`config.mk`:
```
export PLATFORM = sky130hd
export DESIGN_NAME = tbpc_cell
export DESIGN_NICKNAME = d
export VERILOG_FILES = /design/src/hw/rtl/tbpc_pkg.sv /design/src/hw/rtl/tbpc_cell.sv
export SDC_FILE = /design/constraint.sdc
export NUM_CORES = 1
export LEC_CHECK = 0
export ABC_CLOCK_PERIOD_IN_PS = 1300
export BUFFER_PORTS_ARGS = -buffer_cell sky130_fd_sc_hd__buf_2
export CORE_MARGIN = 2
export CORE_UTILIZATION = 35
export CTS_BUF_LIST = sky130_fd_sc_hd__clkbuf_2
export DETAILED_ROUTE_END_ITERATION = 16
export HOLD_SLACK_MARGIN = 0.1
export MAX_ROUTING_LAYER = met4
export PLACE_DENSITY = 0.72
export SLEW_MARGIN = 30
export SYNTH_ARGS = -nofsm -noshare
export SYNTH_HDL_FRONTEND = slang
export SYNTH_SLANG_ARGS = --single-unit
```
`constraint.sdc`:
```
create_clock -name aclk -period 1.3 [get_ports aclk]
set_input_delay 0.195 -clock aclk [delete_from_list [all_inputs] [get_ports aclk]]
set_output_delay 0.195 -clock aclk [all_outputs]
set_load 0.1 [all_outputs]
```
`src/hw/rtl/tbpc_pkg.sv`:
```
// ----------------------------------------------------------------------------
// tbpc_pkg
// Shared constants, types and the rotator angle table of the pilot correlator.
// ----------------------------------------------------------------------------
package tbpc_pkg;

    localparam int TAPS    = 128;
    localparam int TAP_W   = $clog2(TAPS);
    localparam int ACC_W   = 34 + TAP_W;
    localparam int FILTERS = 6;

    localparam logic REG_PHASE_STEP   = 1'b0;
    localparam logic REG_OUTPUT_SHIFT = 1'b1;

    typedef struct packed {
        logic shift_in;
        logic rotate;
    } cell_ctrl_t;

    typedef logic signed [15:0] samp_t;

    function automatic logic signed [33:0] arc_angle(input logic [3:0] i);
        logic signed [33:0] a;
        case (i)
            4'd0:    a = 34'sd536870912;
            4'd1:    a = 34'sd316933406;
            4'd2:    a = 34'sd167458907;
            4'd3:    a = 34'sd85004756;
            4'd4:    a = 34'sd42667333;
            4'd5:    a = 34'sd21354465;
            4'd6:    a = 34'sd10679838;
            4'd7:    a = 34'sd5340244;
            4'd8:    a = 34'sd2670161;
            4'd9:    a = 34'sd1335085;
            4'd10:   a = 34'sd667544;
            4'd11:   a = 34'sd333772;
            4'd12:   a = 34'sd166886;
            4'd13:   a = 34'sd83443;
            4'd14:   a = 34'sd41722;
            default: a = 34'sd20861;
        endcase
        return a;
    endfunction

endpackage

```
`src/hw/rtl/tbpc_cell.sv`:
```
// ----------------------------------------------------------------------------
// tbpc_cell
// One history cell: takes a sample from the left on a new beat, circulates
// towards the head during a correlation pass.
// ----------------------------------------------------------------------------
module tbpc_cell (
    input  logic                 aclk,
    input  logic                 aresetn,
    input  tbpc_pkg::cell_ctrl_t ctrl,
    input  logic [31:0]          prev_data,
    input  logic [31:0]          next_data,
    output logic [31:0]          data
);

    logic [31:0] data_reg;

    always_ff @(posedge aclk) begin
        if (!aresetn) begin
            data_reg <= '0;
        end else if (ctrl.shift_in) begin
            data_reg <= prev_data;
        end else if (ctrl.rotate) begin
            data_reg <= next_data;
        end
    end

    assign data = data_reg;

endmodule

```
==> results_dict.tcl <==
set metrics [dict create \
    rsz0062_at_grt "no" \
    ir_drop_mv 0.495 \
    dp_slack_ps 115 \
    crit_fanout 2 \
    final-max-slew-violation-count 0 \
    wl_per_cell_um 12.9 \
    yosysWarningCount 0 \
    drc 0 \
    first_pass_iters 4 \
    first_global_vias 1357 \
    multi_input_area_mm2 0.00102 \
    hold_path.class "in -> reg" \
    die_h_um 75.3 \
    seqPwrFrac_pct 42.5 \
    status "completed" \
    core-area_mm2 0.00482 \
    path_delay_family "flip-flops" \
    ant_nets 0 \
    p_sw_mw 1.06 \
    cts_max_level 2 \
    swShare_pct 40.5 \
    fmax_mhz 839 \
    num_vias 1401 \
    nFillCells 452 \
    slew_headroom_pct 59.3 \
    clockRootBuffer "clkbuf_2" \
    critPathKind "reg -> out" \
    die-area_mm2 0.00567 \
    syn_nets 209 \
    path_cells "buf_4" \
    pwr-share-clk_pct 15.5 \
    overflow 0 \
    cp_slowest_cell "dfxtp_2" \
    row_count 25 \
    die_x_um 75.3 \
    hold_viol_final 0 \
    hpwlAfterDp_um 2650 \
    setup_slack_ps 109 \
    p_per_area_mw_per_mm2 1070 \
    antenna_found_initial 0 \
    drive_above_1_share_pct 72.8 \
    nNetsFinal 305 \
    synthMuxAreaShare_pct 26.6 \
    syn_area_mm2 0.00178 \
    portBuffers 99 \
    yosys.area_share.simple_pct 12.7 \
    drt_iter0_markers 34 \
    grt_pass1_wl_um 5790 \
    endpoint_kind "output port" \
    area_delta_synth_final_pct 37.5 \
    cts_tree "built" \
    yosysSeqAreaShare_pct 36.0 \
    regArea_um2 681 \
    synthAdderAreaFrac_pct 0 \
    initial_core_util_pct 36.9 \
    largest_register_ffs 32 \
    cts.sink_count 32 \
    pin_count 100 \
    gp_congestion 0.684 \
    power_leakage_nw 1.44 \
    grt_max_degree 65 \
    n_antenna_cell 0 \
    track_usage_pct 14.0 \
    finalCritPeriodShare_pct 91.6 \
    worstSetupStartpointType "register" \
    avgSynthCellArea_um2 12.6 \
    crit_required_ps 1110 \
    critPathBufInv 1 \
    wirelength_um 3890 \
    cp.arrival_ps 1000 \
    comb_power_share_pct 42.0 \
    final.setup.tns_ps 0 \
    synth_seq_cells 32 \
    min_period_ps 1190 \
    clk_pin_slew_ps 150 \
    setup_viol 0 \
    synth-xor-area-share_pct 0 \
    cts_hold_buf 0 \
    netlist_instances 141 \
    tightest_slew_ps 611 \
    cpPeakStageDelay_ps 360 \
    cap_violations 0 \
    synth_top_family_by_area "multiplexers" \
    synth-compound-area-share_pct 18.0 \
    synth_cell_types 11 \
    cts_max_path_buffers 2 \
    clock-skew-final_ps 0 \
    post_drt_via_cell_ratio 4.64 \
    clk_latency_ps 330 \
    cts_buffers 5 \
    p_int_mw 1.56 \
]
layout make-up:
type	count	share of cell area [%]
multi-input cells	96	41.7
repair buffers	102	26.0
well taps	67	3.43
clock buffers	5	1.02
flip-flops and latches	32	27.8
worst paths after layout:
path	start	end	slack [ps]	cells past startpoint
setup / recovery	data[21]	data[21]	110	1
hold / removal	prev_data[14]	data[14]	150	3
setup reg to reg	data[5]	data[5]	390	2
hold reg to reg	data[2]	data[2]	610	2
cells by family (layout without fill, tap and decap cells):
family / Yosys count / after routing
mux: 32 / 32
compound gates: 32 / 32
buf+inv: 13 / 107
simple gates: 32 / 32
flops: 32 / 32
cell usage after synthesis:
master    instances  area (um^2)
or2b_1           21          158
dfxtp_1          32          641
buf_4             3         22.5
clkbuf_1          5         18.8
nand2b_1         11         68.8
buf_2             1         5.00
mux2_2            2         22.5
mux2_4           30          450
o211a_1          32          320
buf_12            3         60.1
buf_6             1         11.3
cells in the final DEF (no fill, tap or decap), drive strengths merged:
| cell type | Yosys | routed |
|---|---|---|
| buf | 8 | 102 |
| o211a | 32 | 32 |
| dfxtp | 32 | 32 |
| mux2 | 32 | 32 |
| or2b | 21 | 21 |
| nand2b | 11 | 11 |
| clkbuf | 5 | 5 |
power by group through the flow:
| stage | clock, mW | sequential, mW | combinational [mW] |
|---|---|---|---|
| finish | 0.405 | 1.11 | 1.10 |
| global route | 0.482 | 1.12 | 1.15 |
| CTS | 0.439 | 1.11 | 1.11 |
| detailed placement | 0 | 1.13 | 1.06 |
| global placement | 0 | 1.13 | 1.05 |
| floorplan | 0 | 1.68 | 0.322 |
timing repair:
item,CTS,global route
buffers inserted,0,0
gates resized for setup,32,0
setup endpoints to repair,32,0
endpoints found under the hold margin,0,0
layer usage:
metal  track usage (%)  vias up  wire, um
li1                  -      694         -
met5                 -        -         0
met2              22.7       75      1710
met4              5.26        0        36
met1              15.8      628      1770
met3              4.95        4       378
per-stage QoR:
step                      cell area, um^2  std cells  hold slack (ps)  utilization [%]  total power [mW]
final                                2440        302              148             50.8              2.62
after global routing                 2440        302              104             50.8              2.75
after CTS                            2440        302              112             50.8              2.66
after detailed placement             2340        297              509             48.6              2.19
after global placement               2340        297              507             48.6              2.18
after floorplan                      1820        141              321                -              2.00
worst min-delay path: stages:
cell and delay, ps:
buf_2 70, or2b_1 80, o211a_1 130
(Power assumes the default switching activity.)
