[src/hw/rtl/tbpc_pkg.sv]
// ----------------------------------------------------------------------------
// tbpc_pkg
// Shared constants, types and the rotator angle table of the pilot correlator.
// ----------------------------------------------------------------------------
package tbpc_pkg;

    localparam int TAPS    = 128;
    localparam int TAP_W   = $clog2(TAPS);
    localparam int ACC_W   = 34 + TAP_W;
    localparam int FILTERS = 6;

    localparam logic REG_PHASE_STEP   = 1'b0;
    localparam logic REG_OUTPUT_SHIFT = 1'b1;

    typedef struct packed {
        logic shift_in;
        logic rotate;
    } cell_ctrl_t;

    typedef logic signed [15:0] samp_t;

    function automatic logic signed [33:0] arc_angle(input logic [3:0] i);
        logic signed [33:0] a;
        case (i)
            4'd0:    a = 34'sd536870912;
            4'd1:    a = 34'sd316933406;
            4'd2:    a = 34'sd167458907;
            4'd3:    a = 34'sd85004756;
            4'd4:    a = 34'sd42667333;
            4'd5:    a = 34'sd21354465;
            4'd6:    a = 34'sd10679838;
            4'd7:    a = 34'sd5340244;
            4'd8:    a = 34'sd2670161;
            4'd9:    a = 34'sd1335085;
            4'd10:   a = 34'sd667544;
            4'd11:   a = 34'sd333772;
            4'd12:   a = 34'sd166886;
            4'd13:   a = 34'sd83443;
            4'd14:   a = 34'sd41722;
            default: a = 34'sd20861;
        endcase
        return a;
    endfunction

endpackage

[src/hw/rtl/tbpc_cordic.sv]
// ----------------------------------------------------------------------------
// tbpc_cordic
// Iterative 16-step rotator with gain correction and 16-bit saturation.
// ----------------------------------------------------------------------------
module tbpc_cordic (
    input  logic                  aclk,
    input  logic                  aresetn,
    input  logic                  start,
    input  logic signed [15:0]    in_re,
    input  logic signed [15:0]    in_im,
    input  logic [31:0]           phase,
    output logic                  done,
    output logic signed [15:0]    out_re,
    output logic signed [15:0]    out_im
);

    localparam logic [1:0] C_IDLE = 2'd0;
    localparam logic [1:0] C_RUN  = 2'd1;
    localparam logic [1:0] C_GAIN = 2'd2;
    localparam logic [1:0] C_FIN  = 2'd3;

    logic [1:0]         state_reg;
    logic               done_reg;
    logic [3:0]         iter_reg;
    logic               bypass_reg;
    logic signed [15:0] re_reg, im_reg, ore_reg, oim_reg;
    logic signed [35:0] x_reg, y_reg;
    logic signed [33:0] z_reg;
    logic signed [51:0] px_reg, py_reg;

    logic               quad;
    logic [31:0]        ph2;
    logic signed [35:0] xs, ys, sx, sy;
    logic signed [51:0] rx, ry;

    function automatic logic signed [15:0] sat16(input logic signed [51:0] v);
        logic signed [15:0] r;
        if (v > 52'sd32767) r = 16'sh7fff;
        else if (v < -52'sd32768) r = 16'sh8000;
        else r = v[15:0];
        return r;
    endfunction

    function automatic logic ph2_sum_bit(input logic [31:0] p);
        logic [31:0] s;
        s = p + 32'h4000_0000;
        return s[31];
    endfunction

    always_comb begin
        quad = ph2_sum_bit(phase);
        ph2  = quad ? phase + 32'h8000_0000 : phase;
        xs   = 36'(in_re) <<< 16;
        ys   = 36'(in_im) <<< 16;
        sx   = x_reg >>> iter_reg;
        sy   = y_reg >>> iter_reg;
        rx   = (px_reg + 52'sd1073741824) >>> 31;
        ry   = (py_reg + 52'sd1073741824) >>> 31;
    end

    always_ff @(posedge aclk) begin
        if (!aresetn) begin
            state_reg <= C_IDLE;
            done_reg  <= 1'b0;
        end else begin
            done_reg <= 1'b0;
            unique case (state_reg)
                C_IDLE: begin
                    if (start) begin
                        re_reg     <= in_re;
                        im_reg     <= in_im;
                        bypass_reg <= (phase == 32'd0);
                        x_reg      <= quad ? -xs : xs;
                        y_reg      <= quad ? -ys : ys;
                        z_reg      <= 34'(signed'(ph2));
                        iter_reg   <= '0;
                        state_reg  <= (phase == 32'd0) ? C_FIN : C_RUN;
                    end
                end
                C_RUN: begin
                    if (!z_reg[33]) begin
                        x_reg <= x_reg - sy;
                        y_reg <= y_reg + sx;
                        z_reg <= z_reg - tbpc_pkg::arc_angle(iter_reg);
                    end else begin
                        x_reg <= x_reg + sy;
                        y_reg <= y_reg - sx;
                        z_reg <= z_reg + tbpc_pkg::arc_angle(iter_reg);
                    end
                    iter_reg <= iter_reg + 4'd1;
                    if (iter_reg == 4'd15) state_reg <= C_GAIN;
                end
                C_GAIN: begin
                    px_reg    <= 52'(x_reg) * 52'sd19898;
                    py_reg    <= 52'(y_reg) * 52'sd19898;
                    state_reg <= C_FIN;
                end
                C_FIN: begin
                    ore_reg   <= bypass_reg ? re_reg : sat16(rx);
                    oim_reg   <= bypass_reg ? im_reg : sat16(ry);
                    done_reg  <= 1'b1;
                    state_reg <= C_IDLE;
                end
                default: state_reg <= C_IDLE;
            endcase
        end
    end

    assign done   = done_reg;
    assign out_re = ore_reg;
    assign out_im = oim_reg;

endmodule

[config.mk]
export PLATFORM = sky130hd
export DESIGN_NAME = tbpc_cordic
export DESIGN_NICKNAME = d
export VERILOG_FILES = /design/src/hw/rtl/tbpc_pkg.sv /design/src/hw/rtl/tbpc_cordic.sv
export SDC_FILE = /design/constraint.sdc
export NUM_CORES = 2
export LEC_CHECK = 0
export ABC_CLOCK_PERIOD_IN_PS = 6550
export BUFFER_PORTS_ARGS = -buffer_cell sky130_fd_sc_hd__buf_2
export CORE_MARGIN = 2
export CORE_UTILIZATION = 40
export DETAILED_ROUTE_END_ITERATION = 10
export PLACE_DENSITY = 0.58
export SETUP_SLACK_MARGIN = 0.5
export SLEW_MARGIN = 5
export SYNTH_ARGS = -nofsm -noshare
export SYNTH_HDL_FRONTEND = slang
export SYNTH_SLANG_ARGS = --single-unit
[constraint.sdc]
create_clock -name aclk -period 6.55 [get_ports aclk]
set_clock_uncertainty 0.2 [all_clocks]
set_input_delay 0.3275 -clock aclk [delete_from_list [all_inputs] [get_ports aclk]]
set_output_delay 0.3275 -clock aclk [all_outputs]
set_load 0.005 [all_outputs]
==> results.py <==
metrics = {
    "route": {
        "post-route-drc-count": 0,
        "drtPass1Iterations": 5,
        "routedWlPerCell_um": 18.7,
        "vias_per_cell": 5.28,
        "postRouteWirelength_um": 113000,
        "ant_nets": 0,
        "drt_iter0_markers": 1992,
        "vias": 32100,
    },
    "global_route": {
        "antenna_found_initial": 2,
        "track_usage": 0.212,
        "grt_pass1_wl_um": 181000,
        "grt_overflow": 0,
        "grt_pass1_vias": 32500,
        "grt_max_degree": 75,
    },
    "logic_synthesis": {
        "yosys_register_bits": 252,
        "synth.area.top_cells": "fa_1 (23%), edfxtp_1 (16%), ha_1 (15%)",
        "synth_area_mm2": 0.0415,
        "yosysWarnings": 0,
        "syn_avg_cell_area_um2": 9.67,
        "synthDistinctLibCells": 84,
        "async_flop_share": 0,
        "ys_seq_area_frac": 0.174,
        "synth-edff-count": 219,
        "netlist_instances": 4293,
        "synth_largest_area_cell": "fa_1",
        "syn-num-nets": 5340,
        "synth_top_area_share": 0.228,
        "ys.flop_type": "edfxtp_1",
    },
    "layout": {
        "multi_input_area_mm2": 0.0321,
        "drive_above_1_share": 0.171,
        "area_delta_synth_final_pct": 17.1,
        "final_common_cell": "inv_1",
        "fillers": 9744,
        "final_cell_mix": "inv_1 (770), fa_1 (463), ha_1 (463)",
        "num-nets-final": 5719,
        "seqCellArea_mm2": 0.00724,
    },
    "timing": {
        "finalHoldViolCount": 0,
        "setup_tns_ps": 0,
        "period_needed_ps": 6380,
        "maxSlewViolCount": 0,
        "max-slew-margin-rel": 0.268,
        "period_share": 0.974,
        "setup_violations": 0,
        "hold_ws_ps": 124,
        "rsz0062_at_grt": "true",
        "worst_slew_pin_slew_ps": 1100,
        "max_freq_mhz": 157,
    },
    "floorplanning": {
        "core.rowCount": 118,
        "core_mm2": 0.103,
        "initial_core_util": 0.402,
        "design.die.area_mm2": 0.106,
        "ios": 100,
        "die_w_um": 326,
        "die_h_um": 326,
    },
    "critical_path": {
        "cp-start-kind": "register",
        "crit_required_ps": 6730,
        "critPathMaxFanout": 5,
        "worstSetupEndpointType": "register",
        "critPathArrivalTime_ps": 6560,
        "worstSetupPathType": "reg -> reg",
    },
    "cts": {
        "cts_tree": "built",
        "clockBufferDepth": 3,
        "cts.sinks": 252,
        "root_buffer": "clkbuf_16",
        "cts_made_buffers": 31,
        "htree_levels": 1,
        "clk_pin_slew_ps": 60,
        "clk_latency_ps": 630,
    },
    "job": {
        "drv_cap": 0,
    },
    "run_status": {
        "status": "completed",
    },
    "placement": {
        "gp_congestion": 0.902,
        "dp_hpwl_um": 91000,
        "io_buffers": 99,
    },
    "worst_hold_path": {
        "min_path_type": "in -> reg",
    },
}
-- timing repair --
| action | CTS | global route |
|---|---|---|
| endpoints found under the hold margin | 73 | 0 |
| setup endpoints to repair | 52 | 65 |
| buffers inserted | 83 | 38 |
| gates resized for setup | 134 | 115 |
| hold buffers | 67 | 0 |
| gates cloned | 1 | 1 |
| pin swaps | 102 | 84 |
-- area by class of cell --
type,count,share of cell area
multi-input cells,3141,0.660
flip-flops and latches,252,0.149
repair buffers,450,0.0730
inverters,796,0.0615
well taps,1380,0.0355
clock buffers,34,0.0162
clock inverters,23,0.00510
diodes,2,0.000103
-- worst paths after layout --
path                    from         end  slack (ps)  cells after the start
setup / recovery   x_reg[18]  px_reg[49]         170                     25
hold / removal     phase[31]   z_reg[31]         120                      4
setup reg to reg   x_reg[18]  px_reg[49]         170                     25
hold reg to reg   re_reg[12]  out_re[12]         330                      2
-- cells by family after synthesis --
logic type      after synthesis  synth area share
flops                       252             0.174
fa+ha+maj                   980             0.381
xor+xnor                    308            0.0650
mux                         235            0.0782
buf+inv                     900            0.0836
simple gates                787            0.0915
compound gates              831             0.127
-- Yosys cell counts (all sizes together) (18+ instances only) --
library cell and instances:
fa 473, mux4 63, o31ai 18, or3 22, mux2i 87, a211oi 41, inv 794, a21oi 255
a31oi 32, xnor2 161, and3 40, a21o 96, ha 507, dfxtp 33, o21bai 42, mux2 85
buf 37, nand2b 27, nor2b 32, and2 25, nand2 239, xor2 147, o21ai 177, edfxtp 219
nand4 34, nor3 55, o21a 27, nand3 48, nor2 206, clkbuf 67
-- stage by stage --
step / worst slack (ps) / std cells / instance area [µm²] / utilization
final: 168 / 6078 / 48600 / 0.471
after global routing: -93.0 / 6076 / 48600 / 0.471
after CTS: 192 / 6037 / 47700 / 0.462
after detailed placement: -15.1 / 5829 / 44600 / 0.433
after global placement: 20.7 / 5829 / 44600 / 0.433
after floorplan: 514 / 4293 / 41600 / -
-- layer usage --
layer,share of wire,global-route usage
met4,0.018,0.0415
met5,0,0
met1,0.46,0.304
met2,0.48,0.352
met3,0.044,0.0186
-- critical path, stage by stage (launching register included) --
cell	delay [ps]
edfxtp_1	530
buf_4	200
buf_6	120
buf_6	110
ha_4	250
inv_2	40
fa_2	570
inv_2	40
fa_1	490
fa_2	440
fa_1	490
inv_1	50
fa_1	490
inv_2	50
ha_4	290
nand3_4	80
nor3_4	160
nand2_1	90
a211o_1	330
a21oi_4	350
o21ai_4	110
o21ai_2	190
buf_6	150
buf_6	100
a31oi_4	70
xnor2_1	130
Power is not shown: default switching activity piles up to over one toggle a cycle in this logic, so the estimate is an artifact.
